File: config.mk
export PLATFORM = sky130hd
export DESIGN_NAME = dual_servo_pwm_with_keys
export DESIGN_NICKNAME = d
export VERILOG_FILES = /design/src/rtl/dsk_pkg.sv /design/src/rtl/dsk_channel.sv /design/src/rtl/dual_servo_pwm_with_keys.sv
export SDC_FILE = /design/constraint.sdc
export NUM_CORES = 1
export LEC_CHECK = 0
export BUFFER_PORTS_ARGS = -buffer_cell sky130_fd_sc_hd__buf_2
export CAP_MARGIN = 10
export CORE_ASPECT_RATIO = 1.75
export CORE_MARGIN = 3
export CORE_UTILIZATION = 50
export CTS_BUF_LIST = sky130_fd_sc_hd__clkbuf_4
export CTS_CLUSTER_SIZE = 10
export DETAILED_ROUTE_END_ITERATION = 8
export HOLD_SLACK_MARGIN = 0.12
export MAX_ROUTING_LAYER = met4
export PLACE_DENSITY_LB_ADDON = 0.2
export SLEW_MARGIN = 5
export SYNTH_ARGS = -nofsm -noshare
export SYNTH_HDL_FRONTEND = slang
export SYNTH_SLANG_ARGS = --single-unit
File: constraint.sdc
create_clock -name i_clk -period 9.1 [get_ports i_clk]
set_input_delay 1.82 -clock i_clk [delete_from_list [all_inputs] [get_ports i_clk]]
set_output_delay 1.82 -clock i_clk [all_outputs]
set_load 0.02 [all_outputs]
File: src/rtl/dsk_pkg.sv
// Shared types and constants for the dual servo PWM block.
`timescale 1ns / 1ps

package dsk_pkg;

    typedef enum logic [1:0] {
        OP_TICK  = 2'd0,
        OP_KEYS  = 2'd1,
        OP_WRITE = 2'd2,
        OP_READ  = 2'd3
    } t_op;

    typedef enum logic [1:0] {
        REG_PERIOD  = 2'd0,
        REG_FLOOR   = 2'd1,
        REG_CEILING = 2'd2,
        REG_NONE    = 2'd3
    } t_reg_idx;

    localparam logic [15:0] PERIOD_RESET    = 16'd200;
    localparam logic [15:0] FLOOR_RESET     = 16'd5;
    localparam logic [15:0] CEILING_RESET   = 16'd23;
    localparam logic [15:0] DUTY_RESET      = 16'd5;
    localparam logic [31:0] DUTY_WORD_RESET = 32'h0005_0005;

    typedef struct packed {
        logic [15:0] period;
        logic [15:0] floor_duty;
        logic [15:0] ceiling_duty;
    } t_cfg;

    typedef struct packed {
        logic tick;
        logic key_dn;
        logic key_up;
    } t_chan_ctrl;

    typedef struct packed {
        logic        level;
        logic        duty_set;
        logic [15:0] duty;
    } t_chan_stat;

endpackage

File: src/rtl/dsk_channel.sv
// One PWM channel: on/off counters, active duty, pin level and key steps.
`timescale 1ns / 1ps

module dsk_channel
    import dsk_pkg::*;
(
    input  logic        i_clk,
    input  logic        i_rst_n,
    input  t_cfg        i_cfg,
    input  t_chan_ctrl  i_ctrl,
    input  logic [15:0] i_pending,
    output t_chan_stat  o_stat
);

    logic [15:0] r_on;
    logic [15:0] r_off;
    logic [15:0] r_duty;
    logic        r_level;

    logic [15:0] n_on;
    logic [15:0] n_off;
    logic [15:0] n_duty;
    logic        n_level;
    logic        key_dn_hit;
    logic        key_up_hit;
    logic [15:0] duty_mid;
    logic [16:0] frame_sum;

    always_comb begin
        n_on       = r_on;
        n_off      = r_off;
        n_duty     = r_duty;
        n_level    = r_level;
        key_dn_hit = 1'b0;
        key_up_hit = 1'b0;
        duty_mid   = r_duty;
        frame_sum  = 17'd0;
        if (i_ctrl.tick) begin
            if (r_on < r_duty) begin
                n_level = 1'b1;
                n_on    = r_on + 16'd1;
            end else begin
                n_level = 1'b0;
                n_off   = r_off + 16'd1;
            end
            // The frame ends once the two counts together reach the period.
            frame_sum = {1'b0, n_on} + {1'b0, n_off};
            if (frame_sum >= {1'b0, i_cfg.period}) begin
                n_on   = 16'd0;
                n_off  = 16'd0;
                n_duty = i_pending;
            end
        end else begin
            // Down is applied before up, and up sees the result of down.
            key_dn_hit = i_ctrl.key_dn && (r_duty > i_cfg.floor_duty);
            if (key_dn_hit) begin
                duty_mid = r_duty - 16'd1;
            end
            key_up_hit = i_ctrl.key_up && (duty_mid < i_cfg.ceiling_duty);
            n_duty = key_up_hit ? duty_mid + 16'd1 : duty_mid;
        end
    end

    always_ff @(posedge i_clk) begin
        if (!i_rst_n) begin
            r_on    <= 16'd0;
            r_off   <= 16'd0;
            r_duty  <= DUTY_RESET;
            r_level <= 1'b0;
        end else begin
            r_on    <= n_on;
            r_off   <= n_off;
            r_duty  <= n_duty;
            r_level <= n_level;
        end
    end

    assign o_stat.level    = n_level;
    assign o_stat.duty_set = key_dn_hit || key_up_hit;
    assign o_stat.duty     = n_duty;

endmodule

File: src/rtl/dual_servo_pwm_with_keys.sv
// Top level of the two-channel servo PWM generator with key duty control.
//
//  channel  | direction | handshake                 | payload
//  ---------+-----------+---------------------------+--------------------------------------
//  request  | in        | i_in_valid / o_in_stall   | i_operation, i_key_edges, i_write_word
//  result   | out       | o_out_valid / i_out_stall | o_motor1_level, o_motor2_level,
//           |           |                           | o_duty_word_out
//  config   | in        | psel, penable, pwrite     | paddr, pwdata, prdata (pready high)
//
// A request is registered, then worked into the result register, so one request
// per cycle is taken while the result is not stalled; a result is valid once it
// sits in the result register and can leave whenever the output is not stalled.
// A stalled result holds the result register; an empty input register still
// takes one request, and a full one stalls the input. Reset is synchronous.
`timescale 1ns / 1ps

module dual_servo_pwm_with_keys
    import dsk_pkg::*;
(
    input  logic        i_clk,
    input  logic        i_rst_n,
    input  logic        i_in_valid,
    output logic        o_in_stall,
    input  logic [1:0]  i_operation,
    input  logic [3:0]  i_key_edges,
    input  logic [31:0] i_write_word,
    output logic        o_out_valid,
    input  logic        i_out_stall,
    output logic        o_motor1_level,
    output logic        o_motor2_level,
    output logic [31:0] o_duty_word_out,
    input  logic        psel,
    input  logic        penable,
    input  logic        pwrite,
    input  logic [3:0]  paddr,
    input  logic [31:0] pwdata,
    output logic [31:0] prdata,
    output logic        pready
);

    t_cfg        r_cfg;
    logic        r_in_valid;
    t_op         r_op;
    logic [3:0]  r_keys;
    logic [31:0] r_wword;
    logic [31:0] r_duty_word;
    logic        r_out_valid;
    logic        r_m1;
    logic        r_m2;
    logic [31:0] r_out_word;

    logic        advance;
    logic        work;
    logic        cfg_wr;
    t_reg_idx    cfg_idx;
    logic [31:0] n_duty_word;
    t_chan_ctrl  ctrl_one;
    t_chan_ctrl  ctrl_two;
    t_chan_stat  stat_one;
    t_chan_stat  stat_two;

    assign pready  = 1'b1;
    assign cfg_idx = t_reg_idx'(paddr[3:2]);
    assign cfg_wr  = psel && penable && pwrite;

    always_comb begin
        unique case (cfg_idx)
            REG_PERIOD:  prdata = {16'd0, r_cfg.period};
            REG_FLOOR:   prdata = {16'd0, r_cfg.floor_duty};
            REG_CEILING: prdata = {16'd0, r_cfg.ceiling_duty};
            default:     prdata = 32'd0;
        endcase
    end

    always_ff @(posedge i_clk) begin
        if (!i_rst_n) begin
            r_cfg.period       <= PERIOD_RESET;
            r_cfg.floor_duty   <= FLOOR_RESET;
            r_cfg.ceiling_duty <= CEILING_RESET;
        end else if (cfg_wr) begin
            unique case (cfg_idx)
                REG_PERIOD:  r_cfg.period       <= pwdata[15:0];
                REG_FLOOR:   r_cfg.floor_duty   <= pwdata[15:0];
                REG_CEILING: r_cfg.ceiling_duty <= pwdata[15:0];
                default:     ;
            endcase
        end
    end

    // The pipe moves whenever the result register is empty or being taken.
    assign advance    = !r_out_valid || !i_out_stall;
    assign work       = r_in_valid && advance;
    assign o_in_stall = r_in_valid && !advance;

    always_ff @(posedge i_clk) begin
        if (!i_rst_n) begin
            r_in_valid <= 1'b0;
        end else if (!o_in_stall) begin
            r_in_valid <= i_in_valid;
        end
    end

    always_ff @(posedge i_clk) begin
        if (!o_in_stall && i_in_valid) begin
            r_op    <= t_op'(i_operation);
            r_keys  <= i_key_edges;
            r_wword <= i_write_word;
        end
    end

    assign ctrl_one.tick   = work && (r_op == OP_TICK);
    assign ctrl_one.key_dn = work && (r_op == OP_KEYS) && r_keys[0];
    assign ctrl_one.key_up = work && (r_op == OP_KEYS) && r_keys[1];
    assign ctrl_two.tick   = work && (r_op == OP_TICK);
    assign ctrl_two.key_dn = work && (r_op == OP_KEYS) && r_keys[2];
    assign ctrl_two.key_up = work && (r_op == OP_KEYS) && r_keys[3];

    dsk_channel u_chan_one (
        .i_clk     (i_clk),
        .i_rst_n   (i_rst_n),
        .i_cfg     (r_cfg),
        .i_ctrl    (ctrl_one),
        .i_pending (r_duty_word[15:0]),
        .o_stat    (stat_one)
    );

    dsk_channel u_chan_two (
        .i_clk     (i_clk),
        .i_rst_n   (i_rst_n),
        .i_cfg     (r_cfg),
        .i_ctrl    (ctrl_two),
        .i_pending (r_duty_word[31:16]),
        .o_stat    (stat_two)
    );

    always_comb begin
        n_duty_word = r_duty_word;
        if (work) begin
            unique case (r_op)
                OP_WRITE: n_duty_word = r_wword;
                OP_KEYS: begin
                    if (stat_one.duty_set) begin
                        n_duty_word[15:0] = stat_one.duty;
                    end
                    if (stat_two.duty_set) begin
                        n_duty_word[31:16] = stat_two.duty;
                    end
                end
                OP_TICK, OP_READ: ;
                default: ;
            endcase
        end
    end

    always_ff @(posedge i_clk) begin
        if (!i_rst_n) begin
            r_duty_word <= DUTY_WORD_RESET;
            r_out_valid <= 1'b0;
        end else begin
            r_duty_word <= n_duty_word;
            if (advance) begin
                r_out_valid <= r_in_valid;
            end
        end
    end

    always_ff @(posedge i_clk) begin
        if (work) begin
            r_m1       <= stat_one.level;
            r_m2       <= stat_two.level;
            r_out_word <= n_duty_word;
        end
    end

    assign o_out_valid     = r_out_valid;
    assign o_motor1_level  = r_m1;
    assign o_motor2_level  = r_m2;
    assign o_duty_word_out = r_out_word;

endmodule

==> flow_summary.yaml, run 1 <==
sta:
  fin_tns_setup_ps: 0
  period_needed_ps: 7640
  fin_skew_ps: 74.8
  slew_viol_final: 0
  setup_viol: 0
  finalCritPeriodShare: 0.839
  worstMarginPinSlew_ps: 1100
  hold_viol: 0
  grt_setup_unrepaired: "false"
  max_freq_mhz: 131
  slew_headroom: 0.267
clock_tree:
  cts_tree: "yes"
  clk_pin_slew_ps: 80
  holdBufCountCts: 0
  cts_resized: 0
  clock-sinks: 252
  insertion_delay_ps: 780
  numCtsBuffers: 60
  cts_buffer_depth: 3
  cts_setup_buffers: 0
  htreeDepth: 2
  clock-root-buffer: "clkbuf_4"
cells_and_area:
  drive_above_1_share: 0.122
  finalNetCount: 2434
  synthToLayoutAreaGrowth_pct: 9.46
  fin_area_sq_mm: 0.0190
  fin_cells: 2693
yosys:
  ys_seq_area_frac: 0.333
  async_flop_share: 0
  synth_top_cells_by_area: "dfxtp_1 (21%), edfxtp_1 (12%), ha_1 (12%)"
  synth-edff-count: 72
  synthesis.instances: 2088
  ys.flop_type: "dfxtp_1"
  yosys_warnings: 0
  synthTopCellsByCount: "nand2_1 (281), dfxtp_1 (180), ha_1 (161)"
  avgSynthCellArea_sq_um: 8.30
  synthMostInstantiatedCell: "nand2_1"
  syn_area_sq_mm: 0.0173
  ys_ff_latch: 252
  synthDistinctLibCells: 93
  synth_area_leader_cell: "dfxtp_1"
  synth_top_area_share: 0.208
run_status:
  status: "complete, no violations"
placement:
  port_buffers: 114
  placed_area_sq_mm: 0.0182
  dpl.hpwl_mm: 38.8
  place_inst: 2583
  routabilityCongestion: 1.01
pwr:
  seqPwrFrac: 0.500
  combPwrFrac: 0.101
  power_switching_mw: 0.655
  p_clk_frac: 0.399
  power.internal_mw: 1.75
  ir_drop_v: 0.000102
  p_total_mw: 2.40
  swShare: 0.272
  cellPowerDensity_mw_per_mm2: 127
  p_leak_nw: 8.02
drt:
  ant_nets: 0
  drt_first_pass_iters: 5
  via_per_inst: 5.93
  routedWlPerCell_microns: 19.2
  drt_iter0_drc: 1029
  wl_mm: 51.6
  post-route-drc-count: 0
  route.vias.total: 16000
worst_setup_path:
  start_kind: "register"
  cp_slowest_cell: "or3_1"
  critPathKind: "register to register"
  path_max_fanout: 13
  cp-end-kind: "register"
  cp_data_arrival_time_ps: 8250
  max_stage_delay_ps: 590
  cp.required_ps: 9710
  ff2ff_setup_slack_ps: 1460
global_routing:
  overflow: 0
  grt_pass1_wl_mm: 81.8
  grt_pass1_vias: 15800
  grt_usage: 0.281
  grt_max_degree: 98
  grt_antenna_before_repair: 1
min_path:
  min_path_type: "register to register"
floorplanning:
  die_w_microns: 147
  core_area_sq_mm: 0.0340
  die_h_microns: 252
  dieArea_sq_mm: 0.0370
  start_util: 0.510
  io_pins: 150
  num_rows: 89
run:
  drv_cap: 0
[cell usage in the layout, fill, tap and decap left out, types with 27 or more instances in the layout]
cell type  netlist  layout
edfxtp_1        72      72
o21ai_0        115     115
nand4_1         45      45
a21o_1          27      27
dfxtp_1        180     180
nor3_1          43      41
and3_1          28      28
ha_1           161     161
xor2_1          32      32
a211oi_1        29      29
a21oi_1        149     149
nor2_1         122     122
clkbuf_4         0      92
xnor2_1        101     101
nand3_1         90      90
inv_1          135     135
nand2_1        281     280
buf_2            8     114
[kinds of logic after synthesis]
kind of cell / synth area share
multiplexers: 0.0176
XOR/XNOR: 0.0672
adder cells (fa/ha/maj): 0.119
other: 0.000433
AO/OA/AOI/OAI: 0.191
flip-flops: 0.333
AND/OR/NAND/NOR: 0.212
buffers and inverters: 0.0597
[through the flow]
stage	worst slack, ps	hold slack (ps)	util
3_3_place_gp	1520	450	0.535
4_1_cts	1480	465	0.559
6_report	1460	438	0.559
2_1_floorplan	2090	444	-
5_1_grt	762	489	0.559
3_5_place_dp	1500	463	0.535
[cell type report]
| class | instances | area (sq um) |
|---|---|---|
| tap | 455 | 569 |
| sequential | 252 | 5770 |
| fill | 3201 | 15000 |
| clock inverter | 17 | 95.1 |
| inverter | 136 | 513 |
| multi-input combinational | 1607 | 10600 |
| timing repair buffer | 133 | 713 |
| antenna | 1 | 2.50 |
| clock buffer | 92 | 691 |
[state kept, by name, indices dropped and copies added, names as in the netlist, 4 cells and up]
name and count:
r_duty_word 32, r_wword 32, u_chan_one.r_off 16, u_chan_two.r_duty 16
u_chan_two.r_on 16, u_chan_two.r_off 16, u_chan_one.r_duty 16, r_keys 4
r_cfg 48, u_chan_one.r_on 16, o_duty_word_out 32
[routing by layer]
layer  up-vias  part of all wire  global-route usage
met4         0             0.055               0.151
met3       157             0.050              0.0389
li1       7712                 -                   -
met5         -                 0                   -
met2       519              0.50               0.485
met1      7582              0.39               0.314
[path summary, 6_finish.rpt]
kind | depth (start not counted) | end | start
min reg2reg | 2 | u_chan_one.r_duty[7] | r_duty_word[7]
max | 29 | u_chan_one.r_duty[8] | u_chan_one.r_duty[3]
max reg2reg | 29 | u_chan_one.r_duty[8] | u_chan_one.r_duty[3]
min | 2 | u_chan_one.r_duty[7] | r_duty_word[7]
[power groups by stage]
stage                     Sequential, mW  Combinational, mW  Clock (mW)
final                               1.20              0.243       0.959
after global routing                1.21              0.268        1.05
after CTS                           1.20              0.242       0.990
after floorplan                     1.23              0.162           0
after detailed placement            1.23              0.240           0
after global placement              1.23              0.235           0
[worst max-delay path: cells and delay by family (launching register included)]
kind,cells,cell delay [ps]
AO/OA/AOI/OAI,8,1700
XOR/XNOR,2,270
AND/OR/NAND/NOR,14,3540
flip-flops,1,560
multiplexers,1,390
buffers and inverters,1,180
adder cells (fa/ha/maj),3,890
No activity file was read; power rests on OpenSTA's default activity.
==> inputs of run 2 (changes only) <==
clock period = 6.3 ns   (was 9.1 ns; I/O delays follow)
==> flow_summary.yaml, run 2 (synthesis results as in run 1) <==
clock_tree:
  numCtsBuffers: 66
  cts_tree: "yes"
  clock-sinks: 252
  htreeDepth: 3
  insertion_delay_ps: 770
  clock-root-buffer: "clkbuf_4"
  cts_buffer_depth: 3
  clk_pin_slew_ps: 70
drt:
  routedWlPerCell_microns: 19.5
  wl_mm: 55.3
  ant_nets: 0
  route.vias.total: 16700
  drt_iter0_drc: 1193
  drt_first_pass_iters: 7
  post-route-drc-count: 0
  via_per_inst: 5.91
floorplanning:
  io_pins: 150
  die_h_microns: 252
  num_rows: 89
  start_util: 0.510
  core_area_sq_mm: 0.0340
  dieArea_sq_mm: 0.0370
  die_w_microns: 147
sta:
  finalCritPeriodShare: 0.967
  fin_skew_ps: 53.1
  period_needed_ps: 6090
  slew_headroom: 0.269
  worstMarginPinSlew_ps: 1100
  slew_viol_final: 0
  max_freq_mhz: 164
  setup_viol: 0
  hold_viol: 0
worst_setup_path:
  critPathKind: "register to register"
  max_stage_delay_ps: 430
  cp.required_ps: 6920
  path_common_cell: "buf_4"
  critPathBufInv: 5
  cp_data_arrival_time_ps: 6710
  cp_top_family: "simple AND/OR/NAND/NOR gates"
  start_kind: "register"
  cp_slowest_cell: "or4_1"
  path_max_fanout: 6
  cp-end-kind: "register"
cells_and_area:
  final_util: 0.604
  final_cell_mix: "nand2_1 (273), dfxtp_1 (175), ha_1 (156)"
  largest_reg_flops: 48
  synthToLayoutAreaGrowth_pct: 18.4
  mostFrequentLayoutCell: "nand2_1"
  finalNetCount: 2570
  top_register: "r_cfg"
  drive_above_1_share: 0.198
run:
  drv_cap: 0
pwr:
  ir_drop_v: 0.000171
  p_total_mw: 3.62
  p_leak_nw: 8.82
  cellPowerDensity_mw_per_mm2: 176
global_routing:
  grt_pass1_wl_mm: 85.0
  grt_pass1_vias: 16400
  overflow: 0
  grt_usage: 0.296
  grt_antenna_before_repair: 2
  grt_max_degree: 89
run_status:
  status: "complete, no violations"
min_path:
  min_path_type: "register to register"
placement:
  port_buffers: 114
  dpl.hpwl_mm: 40.9
  routabilityCongestion: 1.02
## run 2: cell types whose count changed in the layout (fill, tap and decap cells not counted), sizes merged
cell / before / now
diode: 1 / 3
buf: 133 / 261
clkbuf: 92 / 98
bufinv: 1 / 2
clkinvlp: 0 / 1
inv: 136 / 138
## run 2: tightest hold or removal path: stages (launching register included)
cell,delay [ps]
dfxtp_1,310
nand2_1,50
a31oi_1,70
## run 2: cell type report
cell class                 count  area (sq um)
antenna                        3          7.51
sequential                   252          5770
multi-input combinational   1607         11000
tap                          455           569
clock inverter                21           138
clock buffer                  96           721
fill                        3069         13400
timing repair buffer         263          1790
inverter                     136           513
## run 2: through the flow
stage | setup TNS (ps) | std cells | cell area [sq um] | setup WS (ps) | hold WS (ps)
after CTS | 0 | 2816 | 20000 | 17.5 | 471
final | 0 | 2833 | 20500 | 205 | 469
after floorplan | -11.6 | 2103 | 17400 | -11.6 | 444
after detailed placement | -1730 | 2699 | 19100 | -201 | 463
after global routing | -43.7 | 2832 | 20500 | -16.3 | 487
after global placement | -173 | 2699 | 19100 | -62.2 | 453
## run 2: report_power, final
part	internal [mW]	total, mW	switching [mW]
logic	0.129	0.385	0.256
clock network	0.784	1.50	0.721
registers	1.71	1.73	0.0206
## run 2: per-layer routing
layer / share of wire / wire [microns] / track usage / vias up
li1: - / - / - / 8023
met1: 0.39 / 21400 / 0.331 / 7932
met2: 0.50 / 27400 / 0.502 / 599
met3: 0.055 / 3050 / 0.0413 / 175
met4: 0.062 / 3440 / 0.178 / 0
met5: 0 / 0 / - / -
## run 2: what timing repair did
item                                   CTS  global route
buffers inserted                         0            12
setup endpoints to repair               19           100
pin swaps                                0            23
hold buffers                             0             0
endpoints found under the hold margin    0             0
resized for setup                        5            78
gates cloned                             0             2
## run 2: path summary, 6_finish.rpt
kind                              start                    end  slack, ps  cells past startpoint
hold / removal          r_duty_word[12]  u_chan_one.r_duty[12]        470                      2
hold reg to reg         r_duty_word[12]  u_chan_one.r_duty[12]        470                      2
setup reg to reg  u_chan_one.r_duty[14]   u_chan_one.r_duty[2]        210                     32
setup / recovery  u_chan_one.r_duty[14]   u_chan_one.r_duty[2]        210                     32
